<file path="config.mk">
export PLATFORM = sky130hd
export DESIGN_NAME = antialiased_line_stepper
export DESIGN_NICKNAME = d
export VERILOG_FILES = /design/src/alsp_pkg.sv /design/src/alsp_div.sv /design/src/alsp_plot.sv /design/src/antialiased_line_stepper.sv
export SDC_FILE = /design/constraint.sdc
export NUM_CORES = 2
export LEC_CHECK = 0
export ABC_CLOCK_PERIOD_IN_PS = 16600
export BUFFER_PORTS_ARGS = -buffer_cell sky130_fd_sc_hd__buf_2
export CORE_UTILIZATION = 70
export CTS_CLUSTER_SIZE = 16
export DETAILED_ROUTE_END_ITERATION = 6
export GPL_ROUTABILITY_DRIVEN = 0
export PLACE_DENSITY_LB_ADDON = 0.3
export SKIP_LAST_GASP = 1
export SYNTH_ARGS = -nofsm -noshare
export SYNTH_HDL_FRONTEND = slang
export SYNTH_SLANG_ARGS = --single-unit
</file>
<file path="constraint.sdc">
create_clock -name clk -period 16.6 [get_ports clk]
set_clock_uncertainty 0.1 [all_clocks]
set_input_delay 1.66 -clock clk [delete_from_list [all_inputs] [get_ports clk]]
set_output_delay 1.66 -clock clk [all_outputs]
set_load 0.03 [all_outputs]
</file>
<file path="src/alsp_pkg.sv">
// Shared constants, widths and interface structs for the anti-aliased line stepper.
// Used by every module of the block; depends on nothing.
`default_nettype none

package alsp_pkg;

  localparam int FRAC_BITS  = 16;
  localparam int IN_W       = 13;
  localparam int SCALE_W    = 4;
  localparam int FB_W       = 14;
  localparam int PIX_W      = 16;
  localparam int COV_W      = 8;
  localparam int COORD_W    = 18;
  localparam int DX_W       = COORD_W - 1;
  localparam int QW         = FRAC_BITS + 1;
  localparam int GRAD_W     = QW + 1;
  localparam int MINOR_W    = COORD_W + FRAC_BITS;
  localparam int NUM_W      = DX_W + FRAC_BITS + 2;
  localparam int DEN_W      = DX_W + 1;
  localparam int DIV_CNT_W  = $clog2(QW + 1);
  localparam int FRAC1_W    = FRAC_BITS + 1;
  localparam int CFG_IDX_W  = 2;
  localparam int CFG_DATA_W = FB_W;

  localparam logic [CFG_IDX_W-1:0] REG_SCALE     = 2'd0;
  localparam logic [CFG_IDX_W-1:0] REG_FB_WIDTH  = 2'd1;
  localparam logic [CFG_IDX_W-1:0] REG_FB_HEIGHT = 2'd2;

  localparam logic [SCALE_W-1:0] SCALE_RST     = 4'd1;
  localparam logic [FB_W-1:0]    FB_WIDTH_RST  = 14'd640;
  localparam logic [FB_W-1:0]    FB_HEIGHT_RST = 14'd480;

  localparam logic REQ_BEGIN = 1'b0;
  localparam logic REQ_STEP  = 1'b1;

  localparam logic [FRAC1_W-1:0] FRAC_ONE  = FRAC1_W'(1) << FRAC_BITS;
  localparam logic [FRAC1_W-1:0] FRAC_HALF = FRAC_ONE >> 1;

  typedef struct packed {
    logic                      steep;
    logic signed [COORD_W-1:0] major;
    logic signed [COORD_W-1:0] minor;
    logic [FRAC1_W-1:0]        frac;
  } plot_req_t;

  typedef struct packed {
    logic [PIX_W-1:0] x;
    logic [PIX_W-1:0] y;
    logic [COV_W-1:0] cov;
    logic             in_fb;
  } plot_res_t;

  typedef struct packed {
    logic             start;
    logic [NUM_W-1:0] num;
    logic [DEN_W-1:0] den;
  } div_req_t;

endpackage

`default_nettype wire

</file>
<file path="src/alsp_div.sv">
// Serial restoring divider, one quotient bit per cycle, for the line gradient.
// Depends on alsp_pkg.
`default_nettype none

module alsp_div (
  input  logic                       clk,
  input  logic                       rst,
  input  alsp_pkg::div_req_t         req,
  output logic                       busy,
  output logic [alsp_pkg::QW-1:0]    quotient
);

  logic [alsp_pkg::DEN_W-1:0]     rem;
  logic [alsp_pkg::DEN_W-1:0]     den_r;
  logic [alsp_pkg::QW-1:0]        shreg;
  logic [alsp_pkg::DIV_CNT_W-1:0] cnt;
  logic [alsp_pkg::DEN_W:0]       cand;
  logic [alsp_pkg::DEN_W:0]       diff;
  logic                           q_bit;
  logic [alsp_pkg::DEN_W-1:0]     rem_next;

  assign cand     = {rem, shreg[alsp_pkg::QW-1]};
  assign diff     = cand - {1'b0, den_r};
  assign q_bit    = ~diff[alsp_pkg::DEN_W];
  assign rem_next = q_bit ? diff[alsp_pkg::DEN_W-1:0] : cand[alsp_pkg::DEN_W-1:0];
  assign quotient = shreg;

  always_ff @(posedge clk) begin
    if (rst) begin
      busy <= 1'b0;
      cnt  <= '0;
    end else if (req.start) begin
      busy <= 1'b1;
      cnt  <= alsp_pkg::DIV_CNT_W'(alsp_pkg::QW);
    end else if (busy) begin
      cnt <= cnt - alsp_pkg::DIV_CNT_W'(1);
      if (cnt == alsp_pkg::DIV_CNT_W'(1)) begin
        busy <= 1'b0;
      end
    end
  end

  always_ff @(posedge clk) begin
    if (req.start) begin
      rem   <= req.num[alsp_pkg::NUM_W-1:alsp_pkg::QW];
      shreg <= req.num[alsp_pkg::QW-1:0];
      den_r <= req.den;
    end else if (busy) begin
      rem   <= rem_next;
      shreg <= {shreg[alsp_pkg::QW-2:0], q_bit};
    end
  end

endmodule

`default_nettype wire

</file>
<file path="src/alsp_plot.sv">
// Plot formatter: un-swaps major/minor to x/y, bounds check, fraction to coverage.
// Depends on alsp_pkg.
`default_nettype none

module alsp_plot (
  input  alsp_pkg::plot_req_t        req,
  input  logic [alsp_pkg::FB_W-1:0]  fb_width,
  input  logic [alsp_pkg::FB_W-1:0]  fb_height,
  output alsp_pkg::plot_res_t        res
);

  localparam int CW = alsp_pkg::FRAC1_W + alsp_pkg::COV_W;

  logic signed [alsp_pkg::COORD_W-1:0] x;
  logic signed [alsp_pkg::COORD_W-1:0] y;
  logic [CW-1:0]                       scaled;
  logic [CW-1:0]                       rounded;

  assign x = req.steep ? req.minor : req.major;
  assign y = req.steep ? req.major : req.minor;

  // f * 255 with round to nearest
  assign scaled  = {req.frac, alsp_pkg::COV_W'(0)} - CW'(req.frac);
  assign rounded = scaled + (CW'(1) << (alsp_pkg::FRAC_BITS - 1));

  assign res.x      = x[alsp_pkg::PIX_W-1:0];
  assign res.y      = y[alsp_pkg::PIX_W-1:0];
  assign res.cov    = rounded[alsp_pkg::FRAC_BITS +: alsp_pkg::COV_W];
  assign res.in_fb  = ~x[alsp_pkg::COORD_W-1] && ~y[alsp_pkg::COORD_W-1]
                   && (x[alsp_pkg::COORD_W-2:0] < (alsp_pkg::COORD_W-1)'(fb_width))
                   && (y[alsp_pkg::COORD_W-2:0] < (alsp_pkg::COORD_W-1)'(fb_height));

endmodule

`default_nettype wire

</file>
<file path="src/antialiased_line_stepper.sv">
// Anti-aliased line stepper, top level: sequencer, line state and output register.
// Depends on alsp_pkg, alsp_div and alsp_plot.
//
// A begin beat is accepted, folds and orders the line, runs the serial gradient divider for
// its 17 quotient bits and waits to see it finish (skipped when both endpoints coincide),
// sets up the line state and then gives four output beats. A step beat is accepted and then
// gives its two output beats (one beat for a step with no active line). Output stall holds
// the output beats. The input is stalled from accept until the item's last output beat has
// been loaded into the output register.
`default_nettype none

module antialiased_line_stepper (
  input  logic                                  clk,
  input  logic                                  rst,
  input  logic                                  cfg_we,
  input  logic [alsp_pkg::CFG_IDX_W-1:0]        cfg_index,
  input  logic [alsp_pkg::CFG_DATA_W-1:0]       cfg_data,
  input  logic                                  in_valid,
  output logic                                  in_stall,
  input  logic                                  req_type,
  input  logic signed [alsp_pkg::IN_W-1:0]      x_start,
  input  logic signed [alsp_pkg::IN_W-1:0]      y_start,
  input  logic signed [alsp_pkg::IN_W-1:0]      x_end,
  input  logic signed [alsp_pkg::IN_W-1:0]      y_end,
  output logic                                  out_valid,
  input  logic                                  out_stall,
  output logic signed [alsp_pkg::PIX_W-1:0]     pixel_x,
  output logic signed [alsp_pkg::PIX_W-1:0]     pixel_y,
  output logic [alsp_pkg::COV_W-1:0]            coverage,
  output logic                                  inside_res,
  output logic                                  plot_valid,
  output logic                                  last
);

  typedef enum logic [5:0] {
    ST_IDLE  = 6'b000001,
    ST_FOLD  = 6'b000010,
    ST_ORDER = 6'b000100,
    ST_DIV   = 6'b001000,
    ST_GRAD  = 6'b010000,
    ST_EMIT  = 6'b100000
  } state_t;

  typedef enum logic [1:0] {
    MODE_BEGIN = 2'd0,
    MODE_STEP  = 2'd1,
    MODE_NULL  = 2'd2
  } emit_mode_t;

  state_t     state, state_next;
  emit_mode_t emit_mode;
  logic [1:0] plot_idx;

  logic [alsp_pkg::SCALE_W-1:0] scale;
  logic [alsp_pkg::FB_W-1:0]    fb_width;
  logic [alsp_pkg::FB_W-1:0]    fb_height;

  logic line_active;
  logic steep;
  logic neg;
  logic degen;
  logic line_go;

  logic signed [alsp_pkg::COORD_W-1:0] p0x, p0y, p1x, p1y;
  logic [alsp_pkg::DX_W-1:0]           adx, ady;
  logic signed [alsp_pkg::COORD_W-1:0] column, final_column;
  logic signed [alsp_pkg::MINOR_W-1:0] minor_pos;
  logic signed [alsp_pkg::GRAD_W-1:0]  gradient;

  logic                                in_fire;
  logic                                emit_fire;
  logic                                emit_end;
  logic                                plot_real;
  logic                                plot_last;
  logic                                fin;

  logic [alsp_pkg::COORD_W-1:0]        adx_w, ady_w;
  logic                                steep_c;
  logic                                swap_c;
  logic [alsp_pkg::DX_W-1:0]           dx_c, ud_c;
  logic                                neg_c;
  logic [alsp_pkg::GRAD_W-1:0]         g_mag;
  logic [alsp_pkg::MINOR_W-1:0]        base;
  logic signed [alsp_pkg::COORD_W-1:0] fl;
  logic [alsp_pkg::FRAC_BITS-1:0]      fr;

  alsp_pkg::div_req_t            div_req;
  logic                          div_busy;
  logic [alsp_pkg::QW-1:0]       div_q;
  alsp_pkg::plot_req_t           preq;
  alsp_pkg::plot_res_t           pres;

  function automatic logic signed [alsp_pkg::COORD_W-1:0] scale_coord(
    input logic signed [alsp_pkg::IN_W-1:0] v,
    input logic [alsp_pkg::SCALE_W-1:0]     s
  );
    logic signed [alsp_pkg::COORD_W-1:0] a;
    logic signed [alsp_pkg::COORD_W-1:0] b;
    a = alsp_pkg::COORD_W'(v);
    b = $signed(alsp_pkg::COORD_W'(s));
    return a * b;
  endfunction

  assign in_stall  = (state != ST_IDLE);
  assign in_fire   = in_valid && !in_stall;
  assign emit_fire = (state == ST_EMIT) && (!out_valid || !out_stall);

  // fold: absolute deltas and steepness
  assign adx_w   = (p1x > p0x) ? p1x - p0x : p0x - p1x;
  assign ady_w   = (p1y > p0y) ? p1y - p0y : p0y - p1y;
  assign steep_c = ady_w[alsp_pkg::DX_W-1:0] > adx_w[alsp_pkg::DX_W-1:0];

  // order: left to right, gradient operands
  assign swap_c = p0x > p1x;
  assign dx_c   = steep ? ady : adx;
  assign ud_c   = steep ? adx : ady;
  assign neg_c  = swap_c ? (p0y < p1y) : (p1y < p0y);

  assign div_req.start = (state == ST_ORDER) && (dx_c != '0);
  assign div_req.num   = alsp_pkg::NUM_W'({ud_c, (alsp_pkg::FRAC_BITS + 1)'(0)})
                       + alsp_pkg::NUM_W'(dx_c);
  assign div_req.den   = {dx_c, 1'b0};

  alsp_div u_div (
    .clk      (clk),
    .rst      (rst),
    .req      (div_req),
    .busy     (div_busy),
    .quotient (div_q)
  );

  assign g_mag = degen ? alsp_pkg::GRAD_W'(alsp_pkg::FRAC_ONE) : alsp_pkg::GRAD_W'(div_q);
  assign base  = {p0y, alsp_pkg::FRAC_BITS'(0)};

  assign fl  = minor_pos[alsp_pkg::MINOR_W-1:alsp_pkg::FRAC_BITS];
  assign fr  = minor_pos[alsp_pkg::FRAC_BITS-1:0];
  assign fin = (column == final_column);

  always_comb begin
    preq.steep = steep;
    preq.major = '0;
    preq.minor = '0;
    preq.frac  = '0;
    plot_real  = 1'b0;
    plot_last  = 1'b0;
    emit_end   = 1'b1;
    unique case (emit_mode)
      MODE_BEGIN: begin
        preq.major = plot_idx[1] ? p1x : p0x;
        preq.minor = (plot_idx[1] ? p1y : p0y) + alsp_pkg::COORD_W'(plot_idx[0]);
        preq.frac  = plot_idx[0] ? '0 : alsp_pkg::FRAC_HALF;
        plot_real  = 1'b1;
        plot_last  = (&plot_idx) && !line_active;
        emit_end   = &plot_idx;
      end
      MODE_STEP: begin
        preq.major = column;
        preq.minor = fl + alsp_pkg::COORD_W'(plot_idx[0]);
        preq.frac  = plot_idx[0] ? alsp_pkg::FRAC1_W'(fr)
                                 : alsp_pkg::FRAC_ONE - alsp_pkg::FRAC1_W'(fr);
        plot_real  = 1'b1;
        plot_last  = plot_idx[0] && fin;
        emit_end   = plot_idx[0];
      end
      MODE_NULL: begin
        emit_end = 1'b1;
      end
      default: begin
        emit_end = 1'b1;
      end
    endcase
  end

  alsp_plot u_plot (
    .req       (preq),
    .fb_width  (fb_width),
    .fb_height (fb_height),
    .res       (pres)
  );

  always_comb begin
    state_next = state;
    unique case (state)
      ST_IDLE: begin
        if (in_fire) begin
          state_next = (req_type == alsp_pkg::REQ_BEGIN) ? ST_FOLD : ST_EMIT;
        end
      end
      ST_FOLD:  state_next = ST_ORDER;
      ST_ORDER: state_next = (dx_c == '0) ? ST_GRAD : ST_DIV;
      ST_DIV: begin
        if (!div_busy) begin
          state_next = ST_GRAD;
        end
      end
      ST_GRAD:  state_next = ST_EMIT;
      ST_EMIT: begin
        if (emit_fire && emit_end) begin
          state_next = ST_IDLE;
        end
      end
      default:  state_next = ST_IDLE;
    endcase
  end

  always_ff @(posedge clk) begin
    if (rst) begin
      state       <= ST_IDLE;
      emit_mode   <= MODE_NULL;
      plot_idx    <= '0;
      line_active <= 1'b0;
      out_valid   <= 1'b0;
      scale       <= alsp_pkg::SCALE_RST;
      fb_width    <= alsp_pkg::FB_WIDTH_RST;
      fb_height   <= alsp_pkg::FB_HEIGHT_RST;
    end else begin
      state <= state_next;
      if (cfg_we) begin
        unique case (cfg_index)
          alsp_pkg::REG_SCALE:     scale     <= cfg_data[alsp_pkg::SCALE_W-1:0];
          alsp_pkg::REG_FB_WIDTH:  fb_width  <= cfg_data;
          alsp_pkg::REG_FB_HEIGHT: fb_height <= cfg_data;
          default: ;
        endcase
      end
      if (in_fire) begin
        plot_idx <= '0;
        if (req_type == alsp_pkg::REQ_BEGIN) begin
          emit_mode <= MODE_BEGIN;
        end else begin
          emit_mode <= line_active ? MODE_STEP : MODE_NULL;
        end
      end
      if (state == ST_GRAD) begin
        line_active <= line_go;
      end
      if (emit_fire) begin
        plot_idx <= plot_idx + 2'd1;
        if (emit_mode == MODE_STEP && plot_idx[0] && fin) begin
          line_active <= 1'b0;
        end
      end
      if (emit_fire) begin
        out_valid <= 1'b1;
      end else if (!out_stall) begin
        out_valid <= 1'b0;
      end
    end
  end

  always_ff @(posedge clk) begin
    if (in_fire && req_type == alsp_pkg::REQ_BEGIN) begin
      p0x <= scale_coord(x_start, scale);
      p0y <= scale_coord(y_start, scale);
      p1x <= scale_coord(x_end, scale);
      p1y <= scale_coord(y_end, scale);
    end
    if (state == ST_FOLD) begin
      adx   <= adx_w[alsp_pkg::DX_W-1:0];
      ady   <= ady_w[alsp_pkg::DX_W-1:0];
      steep <= steep_c;
      if (steep_c) begin
        p0x <= p0y;
        p0y <= p0x;
        p1x <= p1y;
        p1y <= p1x;
      end
    end
    if (state == ST_ORDER) begin
      neg     <= neg_c;
      degen   <= (dx_c == '0);
      line_go <= (dx_c >= alsp_pkg::DX_W'(2));
      if (swap_c) begin
        p0x <= p1x;
        p0y <= p1y;
        p1x <= p0x;
        p1y <= p0y;
      end
    end
    if (state == ST_GRAD) begin
      gradient     <= neg ? -$signed(g_mag) : $signed(g_mag);
      minor_pos    <= neg ? base - alsp_pkg::MINOR_W'(g_mag) : base + alsp_pkg::MINOR_W'(g_mag);
      column       <= p0x + alsp_pkg::COORD_W'(1);
      final_column <= p1x - alsp_pkg::COORD_W'(1);
    end
    if (emit_fire && emit_mode == MODE_STEP && plot_idx[0]) begin
      column    <= column + alsp_pkg::COORD_W'(1);
      minor_pos <= minor_pos + alsp_pkg::MINOR_W'(gradient);
    end
    if (emit_fire) begin
      pixel_x    <= plot_real ? pres.x : '0;
      pixel_y    <= plot_real ? pres.y : '0;
      coverage   <= plot_real ? pres.cov : '0;
      inside_res <= plot_real && pres.in_fb;
      plot_valid <= plot_real;
      last       <= plot_last;
    end
  end

endmodule

`default_nettype wire

</file>
# After elaboration in Yosys (flattened, before gate mapping)
# Index checks and enable logic that the tools add are counted.
dict set report totals {
  ff_bits 343
  input_bits 74
  output_inout_bits 45
  elab_cells 188
}
dict set report classes {
  addsub 20
  mul 4
  magnitude_cmp 9
  eq_ne 16
  muxes 67
  bitwise_logic 4
  n_reduce_logical 34
}
# op n
set ops {}
lappend ops {{2-to-1 mux 18 bit} 30}
lappend ops {{2-to-1 mux 17 bit} 8}
lappend ops {{case mux 53 bit (2 select lines)} 1}
lappend ops {{2-to-1 mux 34 bit} 3}
lappend ops {{multiplier 13 x 5 -> 18 bit} 4}
lappend ops {{subtractor 17 bit} 4}
lappend ops {{> comparator 18 bit} 3}
lappend ops {{adder 18 x 1 -> 18 bit} 2}
lappend ops {{adder 18 x 2 -> 18 bit (second input constant)} 2}
lappend ops {{< comparator 18 bit} 2}
lappend ops {{case mux 6 bit (6 select lines)} 1}
lappend ops {{adder 34 x 17 -> 35 bit} 1}
lappend ops {{adder 34 x 17 -> 34 bit} 1}
lappend ops {{adder 34 x 18 -> 34 bit} 1}
lappend ops {{< comparator 17 x 14 -> 1 bit} 2}
lappend ops {{subtractor 34 x 17 -> 34 bit} 1}
lappend ops {{adder 24 x 16 -> 24 bit (second input constant)} 1}
lappend ops {{2-to-1 mux 6 bit} 4}
lappend ops {{subtractor 24 x 17 -> 24 bit} 1}
lappend ops {{subtractor 19 x 18 -> 19 bit} 1}
lappend ops {{equality test 18 bit} 1}
lappend ops {{negation 17 -> 18 bit} 1}
lappend ops {{subtractor 18 x 2 -> 18 bit (second input constant)} 1}
lappend ops {{>= comparator 17 x 2 -> 1 bit (second input constant)} 1}
lappend ops {{other kinds (32)} 77}

# Longest topological paths before layout
dict set report logic_depth {
  ltp_word 9
  depth_mapped 27
  ltp_nobuf 22
}

# Cells and area by module
# Synthesis repeated with hierarchy kept, for this count alone.
dict set report unflattened {
  hier_cells 3918
  area_unflattened_um2 33646.0
}
# module n_inst cells_each area_each_um2 seq_area_each_um2
set modules_own_cells {}
lappend modules_own_cells {antialiased_line_stepper 1 3393 28417.3 7397.1}
lappend modules_own_cells {alsp_div 1 308 3499.6 1711.6}
lappend modules_own_cells {alsp_plot 1 217 1729.2 0.0}

# Worst setup path before layout
# Ideal clock, no wire load.
dict set report synth_timing {
  kind {input to register}
  start {input y_end[2] in the netlist's numbering}
  end {register p1y[14] in the netlist's numbering}
  setup_time_ns 0.130
  arrival_ns 5.406
  required_time_ns 16.370
  setup_slack_ns 10.964
  path_stages 16
  n_path_buf 0
  path_cell_list {and2_1 -> ha_1 -> inv_1 -> fa_1 -> fa_1 -> inv_1 -> ha_1 -> a21o_1 -> a21o_1 -> a2111oi_0 -> nor3_1 -> o41ai_1 -> xor2_1 -> nor2_1 -> a211oi_1 -> o31ai_1}
}
dict set report synth_between {
  elab_chain_len 6
}
# item line
set synth_lines {}
lappend synth_lines {{start: declaration} antialiased_line_stepper.sv:24} ;# input logic signed [alsp_pkg::IN_W-1:0] y_end,
lappend synth_lines {{multiplier 13 x 5 -> 18 bit *} antialiased_line_stepper.sv:101} ;# return a * b;
lappend synth_lines {{2-to-1 mux 18 bit *} antialiased_line_stepper.sv:252} ;# if (in_fire && req_type == alsp_pkg::REQ_BEGIN) begin
lappend synth_lines {{2-to-1 mux 18 bit} antialiased_line_stepper.sv:262} ;# if (steep_c) begin
lappend synth_lines {{2-to-1 mux 18 bit *} antialiased_line_stepper.sv:258} ;# if (state == ST_FOLD) begin
lappend synth_lines {{2-to-1 mux 18 bit} antialiased_line_stepper.sv:273} ;# if (swap_c) begin
lappend synth_lines {{2-to-1 mux 18 bit *} antialiased_line_stepper.sv:269} ;# if (state == ST_ORDER) begin
lappend synth_lines {{end signal: assignment} antialiased_line_stepper.sv:256} ;# p1y <= scale_coord(y_end, scale);
lappend synth_lines {{end signal: assignment} antialiased_line_stepper.sv:266} ;# p1y <= p1x;
lappend synth_lines {{end signal: assignment} antialiased_line_stepper.sv:277} ;# p1y <= p0y;
lappend synth_lines {{end: declaration} antialiased_line_stepper.sv:64} ;# logic signed [alsp_pkg::COORD_W-1:0] p0x, p0y, p1x, p1y;
# Mark *: on every way between the ends. The rest lies on a longest branch, timed or not.
# A chain may end at the register's enable or synchronous reset.

# Worst setup path after layout
dict set report layout_timing {
  start {register p1x[0] in the netlist's numbering}
  end {register p1y[15] in the netlist's numbering}
}
dict set report layout_between {
  elab_chain_len 7
  word_cells_on_any_way 10
  classes_between {2 x add/sub; 3 x order compare; 5 x mux}
}
# item line
set layout_lines {}
lappend layout_lines {{start: declaration} antialiased_line_stepper.sv:64}
lappend layout_lines {{start signal: assignment} antialiased_line_stepper.sv:255} ;# p1x <= scale_coord(x_end, scale);
lappend layout_lines {{start signal: assignment} antialiased_line_stepper.sv:265} ;# p1x <= p1y;
lappend layout_lines {{start signal: assignment} antialiased_line_stepper.sv:276} ;# p1x <= p0x;
lappend layout_lines {{subtractor 17 bit or > comparator 18 bit (tied branches)} antialiased_line_stepper.sv:109} ;# assign adx_w = (p1x > p0x) ? p1x - p0x : p0x - p1x;
lappend layout_lines {{2-to-1 mux 17 bit} antialiased_line_stepper.sv:109}
lappend layout_lines {{> comparator 17 bit} antialiased_line_stepper.sv:111} ;# assign steep_c = ady_w[alsp_pkg::DX_W-1:0] > adx_w[alsp_pkg::DX_W-1:0];
lappend layout_lines {{2-to-1 mux 18 bit} antialiased_line_stepper.sv:262}
lappend layout_lines {{2-to-1 mux 18 bit} antialiased_line_stepper.sv:258}
lappend layout_lines {{2-to-1 mux 18 bit} antialiased_line_stepper.sv:273}
lappend layout_lines {{2-to-1 mux 18 bit *} antialiased_line_stepper.sv:269}
# Marks and branches as above.

==> results.cfg <==
[sta]
min_period_ns = 6.76
rsz0062_at_grt = false
relSlewSlack_pct = 8.93
fmax_ghz = 0.148
drv_slew = 0
finalHoldViolations = 0
whs_ns = 0.359
final.setup.tns_ns = 0
min_period_over_period_pct = 40.7
tightest_slew_ns = 1.35
layout_setup_ws_ns = 9.84
setup_viol = 0

[clocking]
cts_setup_buffers = 0
cts.path.max_buffers = 3
postCtsHoldBufs = 0
clock_latency_ns = 0.56
cts_tree = built
path_clk_slew_ns = 0.06
ctsHtreeMaxLevel = 2
cts_made_buffers = 37
clockRootBuffer = clkbuf_16
cts.sinks = 343
cts_resized = 0

[routing]
firstDrtPassIters = 7
wire_per_inst_um = 20.7
ant_nets = 0
totalWireLength_mm = 94.0
routed_via_density = 6.39
drt_iter0_markers = 3714
drc = 13
vias = 29100

[die]
num_io_pins = 119
dieArea_um2 = 48600
initial_core_util_pct = 71.3
die_h_um = 221
die_w_um = 221
fp.coreArea_um2 = 46900
num_rows = 79

[global_route]
gr-usage-all-layers_pct = 38.3
grt_max_degree = 86
grt_pass1_wl_mm = 145
grt-ovfl-total = 0
antenna_found_initial = 3
grt_pass1_vias = 27200

[power]
p_total_mw = 5.33
seq_power_share_pct = 26.6
ir_drop_mv = 0.172
leakage_nw = 15.9
pwr-share-clk_pct = 15.2
power_frac_comb_pct = 58.2
switching_share_pct = 48.1
p_switching_mw = 2.56
powerDensity_nw_per_um2 = 151
intPower_mw = 2.77

[hold_path]
worstHoldPathCells = 2
hp-class = reg -> reg
min_from = fb_width[13]
hold_end = fb_width[13]

[final_layout]
finalInstanceArea_um2 = 35400
finalNetCount = 4436
layout-drive-gt1-share_pct = 7.58
area_growth_syn_to_layout_pct = 5.93

[critical_path]
cp_max_fo = 85
startpoint_type = flip-flop
rrSetupSlack_ns = 9.84
r2r_end = p1y[15]
worstPathRequired_ns = 16.91
cp_common_cell = a21oi_1
regToRegStartpoint = p1x[0]
end_kind = flip-flop
r2r_cells = 22
crit_chain = ha_1 -> inv_1 -> fa_1 -> a21oi_1 -> o211ai_1 -> a211oi_2 -> o31ai_4 -> a31oi_1 -> nand2_1 -> nand2_1 -> xor2_1 -> ha_1 -> a21o_1 -> a21oi_1 -> a21oi_1 -> o21ai_0 -> a31oi_1 -> a2111oi_1 -> or3_2 -> buf_4 -> o311a_1 -> o22ai_1
max_stage_delay_ns = 0.71
critPathKind = reg -> reg
cp.arrival_ns = 7.07
worst_path_max_delay_cell = buf_4

[synth]
seq_area_frac_synth_pct = 27.2
synth_edf_count = 221
synth_ff_type = edfxtp_1
yosys_warnings = 0
syn_nets = 4434
syn_area_um2 = 33400
avgSynthCellArea_um2 = 8.54
synth-seq-cells = 343
synth_cell_types = 94
async_flop_share_pct = 0
synth_cells = 3914

[place]
place_ws_ns = 10.17
post_dp_cell_area_um2 = 34200
port-buffer-count = 118
dpl.hpwl_mm = 70.1

[status]
status = finished, violations left
violations = design-rule violations

[run]
maxCapViolCount = 0
[state kept, by name, summed over array words and instances, names as in the netlist, 14 cells and up]
register,flops
adx,17
ady,17
column,18
fb_height,14
fb_width,14
final_column,18
gradient,18
minor_pos,34
p0x,18
p0y,18
p1x,18
p1y,18
pixel_x,16
pixel_y,16
u_div.den_r,17
u_div.quotient,17
u_div.rem,18
[per-layer routing]
metal / part of all wire (%) / vias to the layer above / track usage, %
met1: 38 / 13600 / 48.2
met3: 10 / 399 / 8.29
met5: 0.012 / - / 0
li1: - / 13600 / -
met2: 44 / 1496 / 60.4
met4: 7.2 / 2 / 23.2
[worst max path at each step]
| stage | start | endpoint | slack [ns] | cells after the start |
|---|---|---|---|---|
| 3_5_place_dp | p1x[0] | p1y[15] | 10.17 | 22 |
| 4_1_cts | p0y[1] | p0x[11] | 10.06 | 21 |
| 2_1_floorplan | y_end[2] | p1y[14] | 10.96 | 16 |
| 6_report | p1x[0] | p1y[15] | 9.84 | 22 |
| 5_1_grt | p1x[1] | p1y[15] | 9.47 | 21 |
| 3_3_place_gp | p0y[1] | p1y[15] | 10.37 | 21 |
[power by group through the flow]
stage	clock network (mW)	logic, mW	registers (mW)
floorplan	0	2.24	1.24
detailed placement	0	2.94	1.40
global route	0.839	3.36	1.40
CTS	0.805	2.97	1.38
global placement	0	2.85	1.39
finish	0.809	3.10	1.42
[Yosys cell counts, drive strengths merged (8+ instances only)]
cell	number	area [µm²]
a2111oi	11	135
a211o	13	114
a211oi	40	310
a21boi	10	75.1
a21o	78	586
a21oi	256	1280
a31oi	35	234
and2	156	976
and3	38	238
buf	62	328
clkbuf	120	450
dfxtp	122	2440
edfxtp	221	6640
fa	114	2280
ha	332	4150
inv	447	1680
mux2	52	586
mux2i	139	1390
nand2	395	1480
nand2b	26	163
nand3	38	190
nand3b	8	60.1
nand4	36	225
nor2	293	1100
nor2b	40	250
nor3	71	360
nor3b	9	82.6
nor4	28	190
o211ai	27	203
o21a	28	211
o21ai	179	900
o21bai	18	135
o22ai	12	75.1
o31a	8	70.1
o31ai	86	673
o41ai	11	104
or2	8	50.1
or3	23	144
xnor2	143	1250
xor2	95	832
[placed cells by master (no fill, tap or decap), types with 26 or more instances in the layout]
master     Yosys  routed
a211oi_1      38      38
a21o_1        78      78
a21oi_1      256     256
a31oi_1       34      34
and2_1       156     156
and3_1        38      38
buf_2         39     118
buf_4          4      27
clkbuf_16      0      38
dfxtp_1      122     119
edfxtp_1     221     221
fa_1         114     114
ha_1         332     332
inv_1        447     447
mux2_2        52      52
mux2i_1      139     139
nand2_1      395     394
nand2b_1      26      26
nand3_1       38      38
nand4_1       36      36
nor2_1       292     289
nor2b_1       40      40
nor3_1        70      69
nor4_1        27      27
o211ai_1      27      27
o21a_1        27      27
o21ai_0      175     175
o31ai_1       84      84
xnor2_1      143     143
xor2_1        95      95
[logic make-up (layout without fill, tap and decap cells)]
group,after synthesis,after routing,synth area share [%]
adder cells (fa/ha/maj),446,446,19.3
flip-flops,343,343,27.2
AND/OR/NAND/NOR,1199,1199,17.3
other,0,2,0
multiplexers,191,191,5.91
AO/OA/AOI/OAI,867,867,16.8
XOR/XNOR,238,238,6.24
buffers and inverters,630,660,7.36
[metrics by stage]
stage               std cells  utilization (%)
floorplan                3914                -
global placement         4484             73.1
detailed placement       4484             73.1
CTS                      4551             75.6
global route             4553             75.6
finish                   4553             75.6
[critical path, delay by kind of cell (launching register included)]
family | cells | cell delay (ns)
AO/OA/AOI/OAI | 13 | 3.34
XOR/XNOR | 1 | 0.35
adder cells (fa/ha/maj) | 3 | 1.00
buffers and inverters | 2 | 0.78
flip-flops | 1 | 0.48
AND/OR/NAND/NOR | 3 | 0.47
[layout make-up]
cell class                      instances  area (µm²)
Sequential cell                       343        9080
Tap cell                              607         759
Timing Repair Buffer                  145         793
Clock inverter                         17         104
Clock buffer                           50        1060
Antenna cell                            2        5.00
Fill cell                            3323       11400
Multi-Input combinational cell       2941       21900
Inverter                              448        1680
No activity file was read; power rests on OpenSTA's default activity.
